$ cat src/sv/assert_macros.svh
// Concurrent assertion helpers, clocked on clk and disabled while rst_n is low.
`ifndef ASSERT_MACROS_SVH
`define ASSERT_MACROS_SVH

`ifndef ASSERT_OFF

`define ASSERT_CLK(label, prop, msg) \
    label: assert property (@(posedge clk) disable iff (!rst_n) prop) else $error(msg);

`define ASSERT_NEVER(label, cond, msg) \
    label: assert property (@(posedge clk) disable iff (!rst_n) !(cond)) else $error(msg);

`else

`define ASSERT_CLK(label, prop, msg)

`define ASSERT_NEVER(label, cond, msg)

`endif

`endif

$ cat src/sv/ppwm_pkg.sv
package ppwm_pkg;

    localparam int unsigned PERIOD_W = 30;
    localparam int unsigned DIV_W    = 16;
    localparam int unsigned PROD_W   = PERIOD_W + DIV_W;
    localparam int unsigned CNT_W    = 6;

    localparam logic [PERIOD_W-1:0] NS_PER_SEC = 30'd1000000000;

    localparam logic [CNT_W-1:0] PERIOD_STEPS = 6'(PERIOD_W - 1);
    localparam logic [CNT_W-1:0] DUTY_STEPS   = 6'(PROD_W - 1);

    typedef enum logic [1:0] {
        ST_IGNORED   = 2'd0,
        ST_UNCHANGED = 2'd1,
        ST_APPLIED   = 2'd2,
        ST_INVALID   = 2'd3
    } status_t;

    typedef enum logic [4:0] {
        S_IDLE   = 5'b00001,
        S_PERIOD = 5'b00010,
        S_MUL    = 5'b00100,
        S_DUTY   = 5'b01000,
        S_DONE   = 5'b10000
    } state_t;

endpackage

$ cat src/sv/packet_to_pwm_setting.sv
// PWM command word to PWM setting.
// Input channel: in_valid / in_stall with the packet fields as separate ports.
// Output channel: out_valid / out_stall with status, seq_gap, period_ns,
// duty_ns and enabled. A word moves at an edge with valid high and stall low.
// own_channel is written through cfg_wr_en / cfg_wr_data; the user must do so
// only while idle, which the block does not enforce. Ignored, unchanged and
// invalid words give their result in the cycle after accept. An applied word
// runs one shared restoring divider, one quotient bit per cycle: first 1e9 /
// freq for the period, then period * value, then the product / scale for the
// duty. One word is in flight at a time: in_stall is high from accept until
// the result is taken.
// While out_stall is high the result holds and no new word is taken.
// Reset clears the stored settings, own_channel and all control state; the
// block comes out of reset idle with no result pending.
`include "assert_macros.svh"

module packet_to_pwm_setting (
    input  logic        clk,
    input  logic        rst_n,
    input  logic        cfg_wr_en,
    input  logic [7:0]  cfg_wr_data,
    input  logic        in_valid,
    output logic        in_stall,
    input  logic        not_for_us,
    input  logic [7:0]  channel,
    input  logic [31:0] seq,
    input  logic [7:0]  enable,
    input  logic [15:0] value,
    input  logic [15:0] scale,
    input  logic [15:0] offset,
    input  logic [15:0] freq,
    output logic        out_valid,
    input  logic        out_stall,
    output logic [1:0]  status,
    output logic        seq_gap,
    output logic [29:0] period_ns,
    output logic [29:0] duty_ns,
    output logic        enabled
);

    localparam int unsigned PW = ppwm_pkg::PERIOD_W;
    localparam int unsigned DW = ppwm_pkg::DIV_W;
    localparam int unsigned QW = ppwm_pkg::PROD_W;
    localparam int unsigned CW = ppwm_pkg::CNT_W;

    ppwm_pkg::state_t state_reg, state_next;
    logic [7:0]    own_channel_reg;
    logic          started_reg, started_next;
    logic [31:0]   last_seq_reg, last_seq_next;
    logic [7:0]    last_enable_reg, last_enable_next;
    logic [15:0]   last_freq_reg, last_freq_next;
    logic [15:0]   last_scale_reg, last_scale_next;
    logic [15:0]   last_offset_reg, last_offset_next;
    logic [15:0]   last_value_reg, last_value_next;
    logic [CW-1:0] cnt_reg, cnt_next;
    logic [QW-1:0] q_reg, q_next;
    logic [DW-1:0] rem_reg, rem_next;
    logic [1:0]    status_reg, status_next;
    logic          gap_reg, gap_next;
    logic [PW-1:0] period_reg, period_next;
    logic [PW-1:0] duty_reg, duty_next;
    logic          enabled_reg, enabled_next;

    logic          accept;
    logic          hit;
    logic          gap;
    logic          differs;
    logic [DW-1:0] divisor;
    logic [DW:0]   shifted;
    logic [DW-1:0] diff;
    logic          ge;
    logic [DW-1:0] step_rem;
    logic [QW-1:0] step_q;
    logic [QW-1:0] product;

    assign accept   = in_valid && !in_stall;
    assign in_stall = (state_reg != ppwm_pkg::S_IDLE);
    assign out_valid = (state_reg == ppwm_pkg::S_DONE);

    assign hit     = !not_for_us && (channel == own_channel_reg);
    assign gap     = started_reg && ((last_seq_reg + 32'd1) != seq);
    assign differs = (enable != last_enable_reg) || (freq != last_freq_reg) ||
                     (scale != last_scale_reg) || (offset != last_offset_reg) ||
                     (value != last_value_reg);

    assign divisor  = (state_reg == ppwm_pkg::S_PERIOD) ? last_freq_reg : last_scale_reg;
    assign shifted  = {rem_reg, q_reg[QW-1]};
    assign diff     = shifted[DW-1:0] - divisor;
    assign ge       = (shifted >= {1'b0, divisor});
    assign step_rem = ge ? diff : shifted[DW-1:0];
    assign step_q   = {q_reg[QW-2:0], ge};
    assign product  = {{DW{1'b0}}, period_reg} * {{PW{1'b0}}, last_value_reg};

    always_comb
    begin
        state_next       = state_reg;
        started_next     = started_reg;
        last_seq_next    = last_seq_reg;
        last_enable_next = last_enable_reg;
        last_freq_next   = last_freq_reg;
        last_scale_next  = last_scale_reg;
        last_offset_next = last_offset_reg;
        last_value_next  = last_value_reg;
        cnt_next         = cnt_reg;
        q_next           = q_reg;
        rem_next         = rem_reg;
        status_next      = status_reg;
        gap_next         = gap_reg;
        period_next      = period_reg;
        duty_next        = duty_reg;
        enabled_next     = enabled_reg;

        case (state_reg)
            ppwm_pkg::S_IDLE:
            begin
                if (accept)
                begin
                    gap_next     = 1'b0;
                    period_next  = '0;
                    duty_next    = '0;
                    enabled_next = 1'b0;
                    state_next   = ppwm_pkg::S_DONE;
                    if (!hit)
                    begin
                        status_next = ppwm_pkg::ST_IGNORED;
                    end
                    else if (started_reg && !differs)
                    begin
                        status_next = ppwm_pkg::ST_UNCHANGED;
                        gap_next    = gap;
                    end
                    else if (freq == 16'd0 || scale == 16'd0)
                    begin
                        status_next = ppwm_pkg::ST_INVALID;
                        gap_next    = gap;
                    end
                    else
                    begin
                        status_next      = ppwm_pkg::ST_APPLIED;
                        gap_next         = gap;
                        enabled_next     = (enable != 8'd0);
                        started_next     = 1'b1;
                        last_seq_next    = seq;
                        last_enable_next = enable;
                        last_freq_next   = freq;
                        last_scale_next  = scale;
                        last_offset_next = offset;
                        last_value_next  = value;
                        q_next           = {ppwm_pkg::NS_PER_SEC, {DW{1'b0}}};
                        rem_next         = '0;
                        cnt_next         = ppwm_pkg::PERIOD_STEPS;
                        state_next       = ppwm_pkg::S_PERIOD;
                    end
                end
            end
            ppwm_pkg::S_PERIOD:
            begin
                q_next   = step_q;
                rem_next = step_rem;
                cnt_next = cnt_reg - 1'b1;
                if (cnt_reg == '0)
                begin
                    period_next = step_q[PW-1:0];
                    state_next  = ppwm_pkg::S_MUL;
                end
            end
            ppwm_pkg::S_MUL:
            begin
                q_next     = product;
                rem_next   = '0;
                cnt_next   = ppwm_pkg::DUTY_STEPS;
                state_next = ppwm_pkg::S_DUTY;
            end
            ppwm_pkg::S_DUTY:
            begin
                q_next   = step_q;
                rem_next = step_rem;
                cnt_next = cnt_reg - 1'b1;
                if (cnt_reg == '0)
                begin
                    duty_next  = (step_q > {{DW{1'b0}}, period_reg}) ? period_reg
                                                                     : step_q[PW-1:0];
                    state_next = ppwm_pkg::S_DONE;
                end
            end
            ppwm_pkg::S_DONE:
            begin
                if (!out_stall)
                begin
                    state_next = ppwm_pkg::S_IDLE;
                end
            end
            default:
            begin
                state_next = ppwm_pkg::S_IDLE;
            end
        endcase
    end

    always_ff @(posedge clk or negedge rst_n)
    begin
        if (!rst_n)
        begin
            state_reg       <= ppwm_pkg::S_IDLE;
            own_channel_reg <= '0;
            started_reg     <= 1'b0;
            last_seq_reg    <= '0;
            last_enable_reg <= '0;
            last_freq_reg   <= '0;
            last_scale_reg  <= '0;
            last_offset_reg <= '0;
            last_value_reg  <= '0;
            cnt_reg         <= '0;
        end
        else
        begin
            state_reg       <= state_next;
            if (cfg_wr_en)
            begin
                own_channel_reg <= cfg_wr_data;
            end
            started_reg     <= started_next;
            last_seq_reg    <= last_seq_next;
            last_enable_reg <= last_enable_next;
            last_freq_reg   <= last_freq_next;
            last_scale_reg  <= last_scale_next;
            last_offset_reg <= last_offset_next;
            last_value_reg  <= last_value_next;
            cnt_reg         <= cnt_next;
        end
    end

    always_ff @(posedge clk)
    begin
        q_reg       <= q_next;
        rem_reg     <= rem_next;
        status_reg  <= status_next;
        gap_reg     <= gap_next;
        period_reg  <= period_next;
        duty_reg    <= duty_next;
        enabled_reg <= enabled_next;
    end

    assign status    = status_reg;
    assign seq_gap   = gap_reg;
    assign period_ns = period_reg;
    assign duty_ns   = duty_reg;
    assign enabled   = enabled_reg;

    `ASSERT_CLK(a_one_in_flight, out_valid |-> in_stall, "result pending while taking a word")
    `ASSERT_CLK(a_duty_clamped,
        out_valid && status == ppwm_pkg::ST_APPLIED |-> duty_ns <= period_ns,
        "duty exceeds period")
    `ASSERT_NEVER(a_quiet_payload,
        out_valid && status != ppwm_pkg::ST_APPLIED &&
        (period_ns != '0 || duty_ns != '0 || enabled),
        "payload set on unapplied result")
    `ASSERT_CLK(a_ignored_no_gap,
        out_valid && status == ppwm_pkg::ST_IGNORED |-> !seq_gap,
        "gap flagged on ignored word")

endmodule
$ cat config.mk
export PLATFORM = sky130hd
export DESIGN_NAME = packet_to_pwm_setting
export DESIGN_NICKNAME = d
export VERILOG_FILES = /design/src/sv/ppwm_pkg.sv /design/src/sv/packet_to_pwm_setting.sv
export VERILOG_INCLUDE_DIRS = /design/src /design/src/sv
export SDC_FILE = /design/constraint.sdc
export NUM_CORES = 2
export LEC_CHECK = 0
export ABC_CLOCK_PERIOD_IN_PS = 8000
export CAP_MARGIN = 10
export CELL_PAD_IN_SITES_DETAIL_PLACEMENT = 1
export CELL_PAD_IN_SITES_GLOBAL_PLACEMENT = 1
export CORE_ASPECT_RATIO = 1.25
export CORE_MARGIN = 10
export CORE_UTILIZATION = 40
export DETAILED_ROUTE_END_ITERATION = 12
export DONT_BUFFER_PORTS = 1
export GPL_TIMING_DRIVEN = 0
export PLACE_DENSITY_LB_ADDON = 0.05
export SETUP_SLACK_MARGIN = 0.05
export SLEW_MARGIN = 20
export SYNTH_ARGS = -nofsm -noshare
export SYNTH_HDL_FRONTEND = slang
export SYNTH_SLANG_ARGS = --single-unit
$ cat constraint.sdc
create_clock -name clk -period 8 [get_ports clk]
set_clock_uncertainty 0.1 [all_clocks]
set_input_delay 0.4 -clock clk [delete_from_list [all_inputs] [get_ports clk]]
set_output_delay 0.4 -clock clk [all_outputs]
set_load 0.01 [all_outputs]
======== Yosys cells after proc, flatten, opt, wreduce, memory -nomap -nowiden ========
Index checks and enable logic that the tools add are counted.
storage, ports and cells
  output and inout port bits .............. 66
  bits of input ports ..................... 126
  flip-flop bits (word level) ............. 250
cells by class
  $lt $le $gt $ge ......................... 2
  bitwise gates (word level) .............. 3
  $mul .................................... 1
  reductions and logical operators ........ 28
  add/subtract/negate cells ............... 3
  muxes and demuxes ....................... 33
  eq/ne operators ......................... 20
operators with widths
  cell                                           count
  two-way mux 46 bit                             4
  one-hot mux 46 bit (3 select lines)            1
  two-way mux 30 bit                             4
  one-hot mux 30 bit (2 select lines)            2
  two-way mux 16 bit                             6
  != test 16 bit                                 4
  one-hot mux 16 bit (3 select lines)            1
  greater-than comparator 46 x 30 -> 1 bit       1
  multiplier 30 x 16 -> 46 bit                   1
  two-way mux 5 bit                              7
  adder 32 x 1 -> 32 bit, second input constant  1
  logical NOT 16 bit                             2
  != test 32 bit                                 1
  one-hot mux 5 bit (5 select lines)             1
  two-way mux 6 bit                              4
  one-hot mux 6 bit (3 select lines)             1
  >= comparator 17 x 16 -> 1 bit                 1
  subtractor 16 bit                              1
  != test 2 bit, second input constant           6
  AND reduction 5 bit                            2
  == test 8 bit                                  1
  != test 8 bit                                  1
  nonzero test 8 bit                             1
  logical NOT 6 bit                              1
  other kinds (20)                               35

======== Depth between registers and ports, before layout ========
  depth in word-level cells ............... 11
  depth in mapped cells ................... 29
  gate-level depth less buffers ........... 23

======== Least setup slack after synthesis ========
OpenSTA, ideal clock, no wires.
  path type ............................... register -> register
  from .................................... reg period_reg[13] (netlist: period_ns[13])
  to ...................................... reg q_reg[41] (data pin)
  period minus slack after synthesis ...... 6.605 ns
  arrival time ............................ 6.246 ns
  setup slack ............................. 1.395 ns
  stages on the path, launching flop included .. 23
  data required time ...................... 7.641 ns
  cells stage by stage .................... edfxtp_1 -> clkbuf_1 -> nand2_1 -> fa_1 -> fa_1 -> fa_1 -> fa_1 -> inv_1 -> fa_1 -> inv_1 -> fa_1 -> inv_1 -> ha_1 -> clkbuf_1 -> nand2_1 -> nor2_1 -> nand4_1 -> a21oi_1 -> nor4_1 -> o41ai_1 -> a21o_1 -> nor2_1 -> a211o_1
on the way
  cells in the longest elaborated chain, start to end .. 2
ends and longest elaborated chain
  what                                 line                          text
  start, declared                      packet_to_pwm_setting.sv:60   logic [PW-1:0] period_reg, period_next;
  start signal, assigned               packet_to_pwm_setting.sv:239  period_reg <= period_next;
  multiplier 30 x 16 -> 46 bit         packet_to_pwm_setting.sv:92   assign product = {{DW{1'b0}}, period_reg} * {{PW{1'b0}}, last_value_reg};
  one-hot mux 46 bit (3 select lines)  packet_to_pwm_setting.sv:113  case (state_reg)
  via q_next[41]                       packet_to_pwm_setting.sv:56   logic [QW-1:0] q_reg, q_next;
  end signal, assigned                 packet_to_pwm_setting.sv:235  q_reg <= q_next;
  end, declared                        packet_to_pwm_setting.sv:56
The timed path passes the listed nets, and every way through them passes these cells.
A chain may end at the register's enable or synchronous reset.

======== Worst setup path in the final report ========
  from .................................... reg period_reg[2] (netlist: period_ns[2])
  to ...................................... reg q_reg[42] (data pin)
Same word-level chain as after synthesis.

==> run summary <==
Compound-cell area share of the yosys netlist = 7.183%
Int Power = 0.003328 W
Clock Latency Late Sink = 0.59 ns
Clock Tree Buf Depth = 3
Final setup vio count = 0
Switching Fraction = 44.46%
Worst-path fanout max = 10
Hold Path Sink = seq_gap
Global-route wire length before repair = 174,900 µm
Placed Cells incl. Taps = 4,157
Net count after synthesis = 3,885
Fin crit period = 7.770 ns
Mapped Area = 28,970 µm²
Most frequent cells in the layout = nand2_1 (654), inv_1 (508), fa_1 (391), and2_1 (217), ha_1 (167)
Core area = 71,840 µm²
Ys async rst share = 49.60%
MaxCap Viol Count = 0
Post-Layout Cell Count = 4,358
Die X = 260.7 µm
Reg2Reg Setup Slack = 0.23 ns
Critical path type = reg2reg
Area of the die = 83,650 µm²
Fraction of synthesized area in multiplexers = 2.432%
Met1 Use GR = 32.96%
Ports = 192
Largest net degree at the start of global routing = 125
Slew HR = 29.74%
CTS Sinks = 250
Nets = 4,062
Remaining DRCs = 0
Post-Synth Adder-Cell Area = 34.24%
Total congestion overflow = 0
Hold slack = 0.1662 ns
Largest family of logic cells by synthesized area = adder cells
R2r endpoint = q_reg[42]
Cell variety after synth = 78
DRT Pass-1 Iters = 5
Clock group share of total power = 27.7%
Final hold viol count = 0
Hpwl dp = 90,480 µm
Top_reg_cell synth = edfxtp_1
Register share of total power = 33.8%
P_leak = 15.42 nW
Via density = 5.467
RSZ-0062 raised after global routing = yes
Hold path depth = 3
Pins Over Slew Limit = 0
Total power per unit cell area = 181.3 nW/µm²
Synth top area cells = fa_1 (27%), edfxtp_1 (13%), dfrtp_1 (11%)
Data required time of the worst path = 8.15 ns
Max reg flops = 46
Via count = 23,826
Gr busiest metal = met2
Starting DRT DRC Count = 1,425
Yosys top cell area share = 27.02%
R2R depth = 22
Worst VDD drop = 149.1 µV
Met3 usage = 4.607%
Final antenna-violating net count = 0
RePlAce Congestion = 0.9487
Vias in the first global route = 26,898
Commonest non-fill, non-tap cell in the layout = nand2_1
Layout cell share with drive strength beyond 1 = 6.522%
Hold path start = seq[21]
Area Overhead vs Synth = 14.11%
Xor/xnor share of the synthesized area = 4.808%
Hold/Removal Path Class = in2reg
Flops & latches, synth = 250
Overall Global Routing Usage = 28.23%
Worst setup EP type = flop
Clk slew on worst S/H paths = 0.06 ns
Status = completed
CTS tree = built
Port bufs = 0
Tot Pwr = 0.005992 W
Routed len/inst = 26.98 µm
Mapped Avg Cell Area = 9.049 µm²
H-tree depth reported by CTS = 2
Post-Synthesis Cells = 3,201
Seq/Total Area, Yosys = 23.78%
Switching pwr = 0.002664 W
Root Driver = clkbuf_16
Met2 usage = 49.93%
Crit start category = flop
CP arrival = 7.92 ns
Combinational share of power = 38.6%
Area share of and/or/nand/nor cells after synthesis = 18.87%
Area leader, netlist = fa_1
Worst-margin pin slew = 1.050 ns
Initial antenna violation count = 3
FF-to-FF Start = period_ns[2]
Die height = 320.9 µm
FMAX = 128.7 MHz
Initial Utilization = 40.32%
Total Wirelength = 117,600 µm
Ys Warns = 0
Number of synthesized flops with an enable pin = 126
Sum Neg Setup Slack = 0 ns
Cts bufs inserted = 34
Row count = 110
Fin crit share = 97.12%
[power groups by stage]
| stage | registers (W) | clock network, W | logic [W] |
|---|---|---|---|
| floorplan | 0.00182 | 0 | 0.00124 |
| global placement | 0.00210 | 0 | 0.00193 |
| detailed placement | 0.00208 | 0 | 0.00203 |
| CTS | 0.00205 | 0.00168 | 0.00221 |
| global route | 0.00204 | 0.00173 | 0.00251 |
| finish | 0.00202 | 0.00166 | 0.00231 |
[how the worst max path moves through the flow]
stage	start	end	slack (ns)	cells after the start
after floorplan	period_ns[13]	q_reg[41]	1.40	22
after global placement	last_value_reg[7]	q_reg[45]	-1.09	23
after detailed placement	last_value_reg[7]	q_reg[45]	-0.77	23
after CTS	last_value_reg[7]	q_reg[44]	0.06	23
after global routing	period_ns[11]	q_reg[42]	0.02	22
final	period_ns[2]	q_reg[42]	0.23	22
[critical path, cell delays in order (launching register included)]
cell and delay, ns:
edfxtp_1 0.78, clkbuf_4 0.41, nand2_1 0.11, fa_1 0.70, fa_1 0.45, inv_1 0.10, fa_1 0.43, fa_1 0.48
fa_1 0.56, inv_1 0.06, fa_1 0.57, inv_1 0.06, ha_1 0.30, clkbuf_1 0.30, a21o_1 0.25, a31o_2 0.22
nor4_2 0.07, a211oi_2 0.47, a21oi_2 0.15, o21ai_1 0.35, a311oi_2 0.17, xor2_1 0.23, o21ai_0 0.11
[metal layers]
metal | wire length (µm) | up-vias | share of wire [%]
met1 | 44530 | 12387 | 38
met3 | 6864 | 224 | 5.8
met4 | 6731 | 2 | 5.7
met2 | 59420 | 734 | 51
li1 | - | 10479 | -
met5 | 16 | - | 0.014
[Yosys cell counts, drive strengths merged, types with 29 or more instances]
library cell,count
xnor2,114
xor2,45
and2,218
o21ai,82
a21o,42
dfrtp,123
nand3,29
a21oi,86
inv,509
nor2,123
nand2,655
ha,167
fa,391
nand4,46
edfxtp,126
mux2i,58
clkbuf,129
nor4,33
[layout make-up]
type	instances	area (µm²)
Sequential cell	250	6892
Tap cell	952	1191
Fill cell	8366	38790
Multi-Input combinational cell	2289	19670
Buffer	147	724.4
Antenna cell	2	5.005
Timing Repair Buffer	147	1485
Inverter	509	1914
Clock buffer	46	935.9
Clock inverter	16	234.0
[through the flow]
step           utilization, %  cell area (µm²)  setup WS, ns
2_1_floorplan               -            28970         1.395
3_3_place_gp            41.98            30160        -1.095
3_5_place_dp            42.19            30310       -0.7664
4_1_cts                 45.69            32830       0.06395
5_1_grt                 46.00            33050       0.02445
6_report                46.01            33050        0.2305
[timing repair]
action,CTS,global route
gates cloned,0,0
pin swaps,1,1
resized for setup,60,90
hold buffers,118,0
hold endpoints to repair,238,0
setup endpoints to repair,50,43
setup buffers,9,16
[cells by family (layout without fill, tap and decap cells)]
logic type	count (synthesis)	in the layout
and+or+nand+nor	1180	1180
buffers and inverters	662	865
adders and majority gates	558	558
AOI/OAI and AO/OA	323	323
DFF	250	250
xor gates and xnor gates	159	159
muxes	69	69
other	0	2
Power figures use the tool's default switching activity.
